[src/design/llsel_pkg.sv]
// llsel_pkg: shared types and constants for the least loaded selector
// used by llsel_alu and least_loaded_selector_top
package llsel_pkg;

    // fixed field widths of the stream and configuration payloads
    localparam int TARGET_W = 3;
    localparam int IDX_W    = 3;
    localparam int STATUS_W = 2;
    localparam int LOAD_W   = 11;
    localparam int ACT_W    = 4;
    localparam int ACT_RESET = 8;

    // result status codes
    localparam logic [STATUS_W-1:0] ST_OK          = 2'd0;
    localparam logic [STATUS_W-1:0] ST_NONE        = 2'd1;
    localparam logic [STATUS_W-1:0] ST_BAD_RELEASE = 2'd2;

    // item kinds carried on the input tuser bit
    localparam logic MODE_CHOOSE  = 1'b0;
    localparam logic MODE_RELEASE = 1'b1;

    // sequencer states
    typedef enum logic [2:0] {
        S_IDLE,
        S_SCAN,
        S_RREAD,
        S_RDATA,
        S_UPDATE
    } state_t;

    // operations of the shared count unit
    typedef enum logic [1:0] {
        OP_PASS,
        OP_INC,
        OP_DEC
    } alu_op_t;

    // compare flags returned by the shared count unit
    typedef struct packed {
        logic below_cap;
        logic is_zero;
        logic better;
    } alu_flags_t;

endpackage

[src/design/least_loaded_selector_top.sv]
// least_loaded_selector_top: least loaded interface selector with an APB
// register port; uses llsel_pkg, llsel_alu and llsel_count_mem
//
// A choose item (s_tuser = 0) picks the active interface with the lowest busy
// count, lowest index on ties, stopping at the first zero count; counts at the
// cap are skipped. The count is incremented and the index returned. A release
// item (s_tuser = 1) decrements the count named in s_tdata. One result
// transfer leaves on the m_ side per input transfer, with status in m_tuser.
// Register 0 (address 0) holds the number of active interfaces, reset 8.
// A choose scans the counts through one memory read port, one entry a cycle,
// from index 0 through the active interfaces, ending early at a zero count;
// with no interface active it goes straight to the update step. A release
// reads its count through the same port, then updates it, and goes straight
// to the update step when its index is past the active set. s_tready returns
// when the sequencer is back in idle after the result is loaded. One item is
// in work at a time; s_tready is high only when idle.
// The result sits in an output register, so a new item is accepted while it
// waits; a finished item then holds in its update step until m_tready frees
// the output register. Reset clears all counts and empties the output.
module least_loaded_selector_top #(
    parameter int NUM_TARGETS = 8,
    parameter int LOAD_CAP    = 1024
) (
    input  logic        clk,
    input  logic        rst_n,
    // input stream
    input  logic        s_tvalid,
    output logic        s_tready,
    input  logic [7:0]  s_tdata,   // [2:0] target_index, rest zero
    input  logic        s_tuser,   // [0] mode
    // result stream
    output logic        m_tvalid,
    input  logic        m_tready,
    output logic [15:0] m_tdata,   // [2:0] chosen_index, [13:3] load_after, rest zero
    output logic [1:0]  m_tuser,   // [1:0] status
    // register port
    input  logic        psel,
    input  logic        penable,
    input  logic        pwrite,
    input  logic [2:0]  paddr,
    input  logic [31:0] pwdata,
    output logic [31:0] prdata,
    output logic        pready
);
    import llsel_pkg::*;

    localparam int AW = (NUM_TARGETS > 1) ? $clog2(NUM_TARGETS) : 1;
    localparam int NW = $clog2(NUM_TARGETS + 1);
    localparam int CW = $clog2(LOAD_CAP + 1);

    state_t              state_reg, state_next;
    logic [ACT_W-1:0]    active_reg, active_next;
    logic                mode_reg, mode_next;
    logic [TARGET_W-1:0] target_reg, target_next;
    logic [NW-1:0]       issue_idx_reg, issue_idx_next;
    logic                pend_reg, pend_next;
    logic [AW-1:0]       pend_idx_reg, pend_idx_next;
    logic                found_reg, found_next;
    logic                bad_reg, bad_next;
    logic [AW-1:0]       best_idx_reg, best_idx_next;
    logic [CW-1:0]       best_cnt_reg, best_cnt_next;
    logic                out_valid_reg, out_valid_next;
    logic [IDX_W-1:0]    out_idx_reg, out_idx_next;
    logic [STATUS_W-1:0] out_status_reg, out_status_next;
    logic [LOAD_W-1:0]   out_load_reg, out_load_next;

    logic                in_xfer;
    logic                cfg_wr;
    logic [NW-1:0]       n_eff;
    logic                issue_more;
    logic                hit_zero;
    logic                scan_done;
    logic                update_go;
    logic                rel_ok;
    logic                rd_en;
    logic [AW-1:0]       rd_addr;
    logic [CW-1:0]       rd_data;
    logic                wr_en;
    logic [AW-1:0]       wr_addr;
    logic [CW-1:0]       wr_data;
    alu_op_t             alu_op;
    logic [CW-1:0]       alu_a;
    logic [CW-1:0]       alu_res;
    alu_flags_t          alu_flags;

    // register port
    assign pready = 1'b1;
    assign cfg_wr = psel && penable && pwrite && pready && (paddr[2] == 1'b0);
    assign prdata = (paddr[2] == 1'b0) ? 32'(active_reg) : '0;
    assign active_next = cfg_wr ? pwdata[ACT_W-1:0] : active_reg;

    // active count clipped to the storage depth
    assign n_eff = (32'(active_reg) > NUM_TARGETS) ? NW'(NUM_TARGETS) : NW'(active_reg);

    assign in_xfer    = s_tvalid && s_tready;
    assign issue_more = (issue_idx_reg < n_eff);
    assign hit_zero   = pend_reg && alu_flags.is_zero;
    assign scan_done  = hit_zero || (!pend_reg && !issue_more);
    assign update_go  = !out_valid_reg || m_tready;
    assign rel_ok     = !bad_reg && !alu_flags.is_zero;

    // shared count unit
    llsel_alu #(
        .CW       (CW),
        .LOAD_CAP (LOAD_CAP)
    ) u_alu (
        .op     (alu_op),
        .a      (alu_a),
        .b      (best_cnt_reg),
        .found  (found_reg),
        .result (alu_res),
        .flags  (alu_flags)
    );

    // busy count store
    llsel_count_mem #(
        .DEPTH (NUM_TARGETS),
        .AW    (AW),
        .CW    (CW)
    ) u_mem (
        .clk     (clk),
        .rst_n   (rst_n),
        .rd_en   (rd_en),
        .rd_addr (rd_addr),
        .rd_data (rd_data),
        .wr_en   (wr_en),
        .wr_addr (wr_addr),
        .wr_data (wr_data)
    );

    // next state
    always_comb
    begin
        state_next = state_reg;
        case (state_reg)
            S_IDLE:
            begin
                if (in_xfer)
                begin
                    if (s_tuser == MODE_CHOOSE)
                    begin
                        state_next = S_SCAN;
                    end
                    else if (32'(s_tdata[TARGET_W-1:0]) >= 32'(n_eff))
                    begin
                        state_next = S_UPDATE;
                    end
                    else
                    begin
                        state_next = S_RREAD;
                    end
                end
            end
            S_SCAN:
            begin
                if (scan_done)
                begin
                    state_next = S_UPDATE;
                end
            end
            S_RREAD:  state_next = S_RDATA;
            S_RDATA:  state_next = S_UPDATE;
            S_UPDATE:
            begin
                if (update_go)
                begin
                    state_next = S_IDLE;
                end
            end
            default:  state_next = S_IDLE;
        endcase
    end

    // sequencer outputs
    always_comb
    begin
        s_tready = 1'b0;
        rd_en    = 1'b0;
        rd_addr  = '0;
        alu_op   = OP_PASS;
        alu_a    = best_cnt_reg;
        wr_en    = 1'b0;
        wr_addr  = best_idx_reg;
        wr_data  = alu_res;
        case (state_reg)
            S_IDLE:
            begin
                s_tready = 1'b1;
            end
            S_SCAN:
            begin
                alu_a   = rd_data;
                rd_en   = issue_more && !hit_zero;
                rd_addr = issue_idx_reg[AW-1:0];
            end
            S_RREAD:
            begin
                rd_en   = 1'b1;
                rd_addr = AW'(target_reg);
            end
            S_UPDATE:
            begin
                alu_op = (mode_reg == MODE_RELEASE) ? OP_DEC : OP_INC;
                if (mode_reg == MODE_RELEASE)
                begin
                    wr_addr = AW'(target_reg);
                    wr_en   = update_go && rel_ok;
                end
                else
                begin
                    wr_en = update_go && found_reg;
                end
            end
            default:
            begin
                s_tready = 1'b0;
            end
        endcase
    end

    // item and scan datapath
    always_comb
    begin
        mode_next      = mode_reg;
        target_next    = target_reg;
        issue_idx_next = issue_idx_reg;
        pend_next      = pend_reg;
        pend_idx_next  = pend_idx_reg;
        found_next     = found_reg;
        bad_next       = bad_reg;
        best_idx_next  = best_idx_reg;
        best_cnt_next  = best_cnt_reg;
        case (state_reg)
            S_IDLE:
            begin
                if (in_xfer)
                begin
                    mode_next      = s_tuser;
                    target_next    = s_tdata[TARGET_W-1:0];
                    issue_idx_next = '0;
                    pend_next      = 1'b0;
                    found_next     = 1'b0;
                    best_cnt_next  = '0;
                    bad_next       = (32'(s_tdata[TARGET_W-1:0]) >= 32'(n_eff));
                end
            end
            S_SCAN:
            begin
                // evaluate the entry read last cycle
                if (pend_reg && alu_flags.below_cap
                    && (alu_flags.is_zero || alu_flags.better))
                begin
                    found_next    = 1'b1;
                    best_idx_next = pend_idx_reg;
                    best_cnt_next = rd_data;
                end
                // issue the next read
                pend_next     = rd_en;
                pend_idx_next = rd_addr;
                if (rd_en)
                begin
                    issue_idx_next = issue_idx_reg + NW'(1);
                end
            end
            S_RDATA:
            begin
                best_cnt_next = rd_data;
            end
            default:
            begin
                found_next = found_reg;
            end
        endcase
    end

    // output register
    always_comb
    begin
        out_valid_next  = out_valid_reg && !m_tready;
        out_idx_next    = out_idx_reg;
        out_status_next = out_status_reg;
        out_load_next   = out_load_reg;
        if ((state_reg == S_UPDATE) && update_go)
        begin
            out_valid_next = 1'b1;
            if (mode_reg == MODE_RELEASE)
            begin
                out_status_next = rel_ok ? ST_OK : ST_BAD_RELEASE;
                out_idx_next    = rel_ok ? IDX_W'(target_reg) : '0;
                out_load_next   = rel_ok ? LOAD_W'(alu_res) : '0;
            end
            else
            begin
                out_status_next = found_reg ? ST_OK : ST_NONE;
                out_idx_next    = found_reg ? IDX_W'(best_idx_reg) : '0;
                out_load_next   = found_reg ? LOAD_W'(alu_res) : '0;
            end
        end
    end

    // control registers
    always_ff @(posedge clk or negedge rst_n)
    begin
        if (!rst_n)
        begin
            state_reg     <= S_IDLE;
            active_reg    <= ACT_W'(ACT_RESET);
            pend_reg      <= 1'b0;
            out_valid_reg <= 1'b0;
        end
        else
        begin
            state_reg     <= state_next;
            active_reg    <= active_next;
            pend_reg      <= pend_next;
            out_valid_reg <= out_valid_next;
        end
    end

    // payload registers
    always_ff @(posedge clk)
    begin
        mode_reg       <= mode_next;
        target_reg     <= target_next;
        issue_idx_reg  <= issue_idx_next;
        pend_idx_reg   <= pend_idx_next;
        found_reg      <= found_next;
        bad_reg        <= bad_next;
        best_idx_reg   <= best_idx_next;
        best_cnt_reg   <= best_cnt_next;
        out_idx_reg    <= out_idx_next;
        out_status_reg <= out_status_next;
        out_load_reg   <= out_load_next;
    end

    // result ports
    assign m_tvalid = out_valid_reg;
    assign m_tuser  = out_status_reg;
    assign m_tdata  = {2'b00, out_load_reg, out_idx_reg};

    // counts change only in the update step
    a_write_in_update: assert property (@(posedge clk) disable iff (!rst_n)
        wr_en |-> (state_reg == S_UPDATE))
        else $error("count write outside update step");

    // a pending scan read always names an active interface
    a_pend_in_range: assert property (@(posedge clk) disable iff (!rst_n)
        (state_reg == S_SCAN && pend_reg) |-> (32'(pend_idx_reg) < 32'(n_eff)))
        else $error("scan read beyond active interfaces");

    // a chosen interface is below the cap
    a_best_below_cap: assert property (@(posedge clk) disable iff (!rst_n)
        (state_reg == S_UPDATE && mode_reg == MODE_CHOOSE && found_reg)
            |-> (32'(best_cnt_reg) < LOAD_CAP))
        else $error("chosen count at or above cap");

    // a finished update always loads the output register
    a_update_loads_out: assert property (@(posedge clk) disable iff (!rst_n)
        (state_reg == S_UPDATE && update_go) |=> out_valid_reg)
        else $error("update finished without a result");

    // a failed item reports zero index and load
    a_fail_zero: assert property (@(posedge clk) disable iff (!rst_n)
        (out_valid_reg && out_status_reg != ST_OK)
            |-> (out_idx_reg == '0 && out_load_reg == '0))
        else $error("failed result carries index or load");

endmodule

[src/design/llsel_alu.sv]
// llsel_alu: shared count unit, compares a count against the cap, zero and the
// best so far, and forms the incremented or decremented count; uses llsel_pkg
module llsel_alu #(
    parameter int CW       = 11,
    parameter int LOAD_CAP = 1024
) (
    input  llsel_pkg::alu_op_t    op,
    input  logic [CW-1:0]         a,
    input  logic [CW-1:0]         b,
    input  logic                  found,
    output logic [CW-1:0]         result,
    output llsel_pkg::alu_flags_t flags
);
    import llsel_pkg::*;

    // compare side
    always_comb
    begin
        flags.below_cap = (a < CW'(LOAD_CAP));
        flags.is_zero   = (a == '0);
        flags.better    = !found || (a < b);
    end

    // add side
    always_comb
    begin
        case (op)
            OP_INC:  result = a + CW'(1);
            OP_DEC:  result = a - CW'(1);
            default: result = a;
        endcase
    end

endmodule

[src/design/llsel_count_mem.sv]
// llsel_count_mem: busy count store, one write and one registered read port,
// with a valid bit per entry so that entries read as zero after reset
module llsel_count_mem #(
    parameter int DEPTH = 8,
    parameter int AW    = 3,
    parameter int CW    = 11
) (
    input  logic          clk,
    input  logic          rst_n,
    input  logic          rd_en,
    input  logic [AW-1:0] rd_addr,
    output logic [CW-1:0] rd_data,
    input  logic          wr_en,
    input  logic [AW-1:0] wr_addr,
    input  logic [CW-1:0] wr_data
);
    logic [CW-1:0]    mem [DEPTH];
    logic [DEPTH-1:0] vld_reg;
    logic [CW-1:0]    rd_data_reg;

    // valid bits, cleared together at reset
    always_ff @(posedge clk or negedge rst_n)
    begin
        if (!rst_n)
        begin
            vld_reg <= '0;
        end
        else if (wr_en)
        begin
            vld_reg[wr_addr] <= 1'b1;
        end
    end

    // storage and registered read
    always_ff @(posedge clk)
    begin
        if (wr_en)
        begin
            mem[wr_addr] <= wr_data;
        end
        if (rd_en)
        begin
            rd_data_reg <= vld_reg[rd_addr] ? mem[rd_addr] : '0;
        end
    end

    assign rd_data = rd_data_reg;

endmodule

[config.mk]
export PLATFORM = sky130hd
export DESIGN_NAME = least_loaded_selector_top
export DESIGN_NICKNAME = d
export VERILOG_FILES = /design/src/design/llsel_pkg.sv /design/src/design/least_loaded_selector_top.sv /design/src/design/llsel_alu.sv /design/src/design/llsel_count_mem.sv
export SDC_FILE = /design/constraint.sdc
export NUM_CORES = 1
export LEC_CHECK = 0
export ABC_AREA = 1
export BUFFER_PORTS_ARGS = -buffer_cell sky130_fd_sc_hd__clkbuf_2
export CELL_PAD_IN_SITES_DETAIL_PLACEMENT = 1
export CELL_PAD_IN_SITES_GLOBAL_PLACEMENT = 2
export CORE_MARGIN = 3
export CORE_UTILIZATION = 37
export CTS_CLUSTER_DIAMETER = 40
export DETAILED_ROUTE_END_ITERATION = 8
export PLACE_DENSITY_LB_ADDON = 0.1
export REMOVE_ABC_BUFFERS = 1
export SLEW_MARGIN = 20
export SYNTH_ARGS = -nofsm -noshare
export SYNTH_HDL_FRONTEND = slang
export SYNTH_SLANG_ARGS = --single-unit
[constraint.sdc]
create_clock -name clk -period 4.3 [get_ports clk]
set_clock_uncertainty 0.15 [all_clocks]
set_input_delay 0.215 -clock clk [delete_from_list [all_inputs] [get_ports clk]]
set_output_delay 0.215 -clock clk [all_outputs]
set_load 0.02 [all_outputs]
==> results.toml, run 1 <==
[floorplan]
num_io_pins = 104
row_count = 53
dieArea_um2 = 23600
dieHeight_um = 154
coreArea_um2 = 21200
start_util_pct = 38.0
die_w_um = 154

[timing]
max_freq_mhz = 286
worstMarginPinSlew_ps = 995
finalCritPeriodShare_pct = 81.4
slew_viol_final = 0
slew-limit-headroom_pct = 33.0
fin_setup_tns_ps = 0
finalCriticalPeriod_ps = 3500
hold_viol_final = 0
rsz0062_at_grt = "false"
setup_ws_ps = 798
finalSetupViolCount = 0

[setup_path]
crit_required_ps = 4300
rrSetupSlack_ps = 800
start_kind = "register"
reg2reg_from = "state_reg[2]$_DFFE_PN0P_"
cp.arrival_ps = 3500
rr_worst_depth = 13
critPathKind = "register to register"
end_kind = "register"
r2r_end = "u_mem.mem[7][10]$_DFFE_PP_"
crit_fanout = 14
startpoint = "state_reg[2]$_DFFE_PN0P_"

[clocking]
numCtsBuffers = 17
cts_setup_buffers = 0
clk_latency_ps = 430
cts.root.buffer_cell = "clkbuf_16"
cts_resized = 0
clockBufferDepth = 2
clk_pin_slew_ps = 70
cts_tree = "yes"
clock_sinks = 159
htree_levels = 4
postCtsHoldBufs = 11

[yosys]
synthesis.area_um2 = 8070
yosys_warnings = 0
synthMuxAreaShare_pct = 0
ys_types = 41
synth_xor_xnor_area_share_pct = 1.19
synth_top_family_by_area = "simple AND/OR/NAND/NOR gates"
synth-compound-area-share_pct = 8.88
synth-simple-area-share_pct = 17.6
ys_ff_latch = 159
synthCells = 820
synth_top_area_share_pct = 52.8
yosys.area.top_type = "edfxtp_1"
yosys-top-cells-area = "edfxtp_1 53%, nand2_1 6.8%, inv_1 5.1%"
synth_edf_count = 142
synth.most_common_cell = "nand2_1"
synth_ff_type = "edfxtp_1"
seq_area_frac_synth_pct = 58.1
synth_common_cells = "146 x nand2_1, 142 x edfxtp_1, 110 x inv_1, 105 x nor2_1, 54 x o21ai_0"
synth.avg_cell_area_um2 = 9.85
async_reset_ff_share_pct = 10.7
synth_fa_ha_area_share_pct = 4.28

[finish]
num-nets-final = 951
top_register = "u_mem.mem"
largest_reg_flops = 88
area_growth_syn_to_layout_pct = 13.2
fin_util_pct = 43.1
drive_above_1_share_pct = 13.5
design_area_um2 = 9140
diodes = 0

[flow_run]
maxCapViolCount = 0

[route]
antenna_left = 0
drc = 0
vias_per_cell = 4.90
wl_mm = 20.5
drt-initial-drc-count = 310
wire_per_inst_um = 17.7
via_count = 5692
firstDrtPassIters = 4

[place]
dpl.hpwl_mm = 14.7
globalplace.congestion = 0.818
pre_cts_slack_ps = 753
postPlaceCellArea_um2 = 8440
io_buffers = 37

[global_routing]
grt_pass1_wl_mm = 32.5
grt_remaining_overflow = 0
grt_usage_pct = 17.8
grtUsageMet1_pct = 23.1
grt_max_degree = 47
busiest_layer = "met2"
grt_pass1_vias = 6018
met2_usage_pct = 30.8
gr-usage-met3_pct = 2.84
antenna_found_initial = 0

[worst_hold_path]
hold_path.class = "input pin to register"
min_from = "pwrite"
min_to = "active_reg[3]$_DFFE_PN1P_"
whs_path_depth = 3

[power_and_ir_drop]
power-per-cell-area_nw_per_um2 = 806
vdd_drop_max_mv = 0.343
leakagePower_nw = 4.07
power.total_mw = 7.36

[run_status]
status = "complete, no violations"
## routing by layer
metal  wire, µm  part of all wire (%)  up-vias
li1           -                     -     2778
met1       9490                    46     2801
met2      10100                    49      100
met3        677                   3.3       13
met4        195                  0.95        0
met5          0                     0        -
## cells by family (layout without fill, tap and decap cells)
logic type | count (synthesis) | count (layout)
AO/OA/AOI/OAI | 128 | 128
AND/OR/NAND/NOR | 323 | 323
other | 2 | 31
XOR/XNOR | 11 | 11
flip-flops | 159 | 159
buffers and inverters | 170 | 207
adder cells (fa/ha/maj) | 27 | 27
## report_power, final
group | switching, mW | internal [mW]
Combinational | 2.38 | 0.939
Clock | 0.645 | 0.864
Sequential | 0.157 | 2.38
## critical path: stages (launching register included)
cell and delay [ps]:
dfrtp_1 420, inv_1 170, nand3_2 330, o21ai_1 410
inv_1 120, ha_1 350, nand2_1 80, nor3_1 280
o21ai_0 150, nand4_1 140, xor2_1 170, nand2_1 90
nand2_1 200, inv_1 170
## stage by stage
| step | hold slack, ps | instances |
|---|---|---|
| finish | 72.1 | 1161 |
| floorplan | -231 | 793 |
| global placement | 59.3 | 1118 |
| detailed placement | 58.3 | 1118 |
| CTS | 59.4 | 1161 |
| global route | 101 | 1161 |
## how the worst max path moves through the flow
stage / to / slack (ps)
4_1_cts: u_mem.mem[4][10]$_DFFE_PP_ / 750
3_3_place_gp: u_mem.mem[4][10]$_DFFE_PP_ / 830
6_report: u_mem.mem[7][10]$_DFFE_PP_ / 800
5_1_grt: u_mem.mem[4][10]$_DFFE_PP_ / 460
2_1_floorplan: u_mem.mem[0][0]$_DFFE_PP_ / 1020
3_5_place_dp: u_mem.mem[0][10]$_DFFE_PP_ / 750
## cells in the final DEF, fill, tap and decap left out, types with 14 or more instances in the layout
cell and count:
edfxtp_1 142, dfrtp_1 16, nand2_1 146, inv_1 110
o211ai_1 14, nand3_1 26, ha_1 26, a21oi_1 23
o21ai_0 53, nor2_1 104, clkbuf_2 37, o21ai_1 25
clkbuf_16 17, conb_1 31
## area by class of cell
cell class	count	area [µm²]
Fill cell	2416	12100
Clock buffer	17	425
Inverter	114	428
Timing Repair Buffer	61	393
Tap cell	275	344
Sequential cell	159	4690
Clock inverter	15	159
Multi-Input combinational cell	520	2700
(Power assumes the default switching activity.)
==> inputs of run 2 (changes only) <==
==> constraint.sdc (replaced) <==
create_clock -name clk -period 3.5 [get_ports clk]
set_clock_uncertainty 0.15 [all_clocks]
set_input_delay 0.175 -clock clk [delete_from_list [all_inputs] [get_ports clk]]
set_output_delay 0.175 -clock clk [all_outputs]
set_load 0.02 [all_outputs]
==> results.toml, run 2 (synthesized netlist as in run 1, its figures left out) <==
[timing]
fin_setup_tns_ps = 0
hold_viol_final = 0
slew_viol_final = 0
finalHoldWorstSlack_ps = 21.2
worstMarginPinSlew_ps = 1050
max_freq_mhz = 318
slew-limit-headroom_pct = 29.3
finalCritPeriodShare_pct = 89.8
rsz0062_at_grt = "false"
finalCriticalPeriod_ps = 3140
finalSetupViolCount = 0

[place]
dpl.hpwl_mm = 14.9
globalplace.congestion = 0.800
io_buffers = 37

[finish]
num-nets-final = 963
drive_above_1_share_pct = 14.7
top_register = "u_mem.mem"
area_growth_syn_to_layout_pct = 14.9
mostFrequentLayoutCell = "nand2_1"
diodes = 0
mostFrequentLayoutCells = "146 x nand2_1, 142 x edfxtp_1, 110 x inv_1, 104 x nor2_1, 54 x o21ai_0"
largest_reg_flops = 88
fin_util_pct = 43.7

[setup_path]
reg2reg_from = "state_reg[0]$_DFFE_PN0P_"
rr_worst_depth = 12
critPathKind = "register to register"
crit_end = "u_mem.mem[1][10]$_DFFE_PP_"
r2r_end = "u_mem.mem[1][10]$_DFFE_PP_"
start_kind = "register"
end_kind = "register"
startpoint = "state_reg[0]$_DFFE_PN0P_"
cp.arrival_ps = 3140
crit_fanout = 9
crit_required_ps = 3500
rrSetupSlack_ps = 360

[clocking]
clk_latency_ps = 430
clk_pin_slew_ps = 70
cts.root.buffer_cell = "clkbuf_16"
htree_levels = 4
cts_tree = "yes"
clockBufferDepth = 2
numCtsBuffers = 17
clock_sinks = 159

[global_routing]
grt_pass1_vias = 6150
grt_remaining_overflow = 0
grt_pass1_wl_mm = 33.4
antenna_found_initial = 0
grt_max_degree = 37
grt_usage_pct = 18.2

[flow_run]
maxCapViolCount = 0

[route]
vias_per_cell = 4.90
wire_per_inst_um = 17.8
firstDrtPassIters = 4
drc = 0
wl_mm = 20.8
drt-initial-drc-count = 280
via_count = 5751
antenna_left = 0

[floorplan]
num_io_pins = 104
dieHeight_um = 154
dieArea_um2 = 23600
die_w_um = 154
row_count = 53
start_util_pct = 38.0
coreArea_um2 = 21200

[worst_hold_path]
hold_path.class = "input pin to register"

[power_and_ir_drop]
power.total_mw = 9.20
vdd_drop_max_mv = 0.448
power-per-cell-area_nw_per_um2 = 992
leakagePower_nw = 4.13

[run_status]
status = "complete, no violations"
## run 2: worst min-delay path by stage
| stage | cells after the start | endpoint | from | slack (ps) |
|---|---|---|---|---|
| finish | 3 | active_reg[3]$_DFFE_PN1P_ | pwrite | 20 |
| detailed placement | 1 | u_mem.vld_reg[4]$_DFFE_PN0P_ | rst_n | 20 |
| global placement | 1 | u_mem.vld_reg[4]$_DFFE_PN0P_ | rst_n | 20 |
| floorplan | 0 | active_reg[0]$_DFFE_PN0P_ | rst_n | -270 |
| CTS | 3 | active_reg[3]$_DFFE_PN1P_ | pwrite | 20 |
| global route | 3 | active_reg[3]$_DFFE_PN1P_ | pwrite | 60 |
## run 2: stage by stage
stage	cell area [µm²]	worst slack, ps	instances
6_report	9280	356	1173
5_1_grt	9280	40.2	1173
4_1_cts	9260	267	1173
3_5_place_dp	8540	286	1130
3_3_place_gp	8540	345	1130
2_1_floorplan	7810	220	793
## run 2: report_power, final
group	switching, mW	total, mW	internal (mW)
sequential	0.198	3.12	2.92
combinational	2.95	4.17	1.22
clock	0.829	1.91	1.08
## run 2: what timing repair did
| action | in CTS | in global routing |
|---|---|---|
| hold buffers | 11 | 0 |
| setup endpoints to repair | 0 | 25 |
| buffers inserted | 0 | 0 |
| hold endpoints to repair | 28 | 0 |
| resized for setup | 0 | 2 |
## run 2: layout make-up
type | instances | area, µm²
fillers | 2406 | 11900
flip-flops and latches | 159 | 4690
multi-input cells | 520 | 2710
repair buffers | 73 | 495
clock buffers | 18 | 429
inverters | 114 | 428
well taps | 275 | 344
clock inverters | 14 | 179
## run 2: routing by layer
layer,routed length (µm),share of wire (%),global-route usage [%]
met4,356,1.7,5.47
met1,9400,45,23.2
met3,695,3.3,2.42
met5,0,0,0
met2,10400,50,32.3
## run 2: critical path, stage by stage (launching register included)
cell     delay [ps]
dfrtp_1         480
nor2_1          180
nand2_1         120
nor2_2          380
ha_1            330
inv_1            90
nor3_1          280
o21ai_0         140
nand4_1         140
xor2_1          170
nand2_1          80
nand2_1         160
inv_1           160
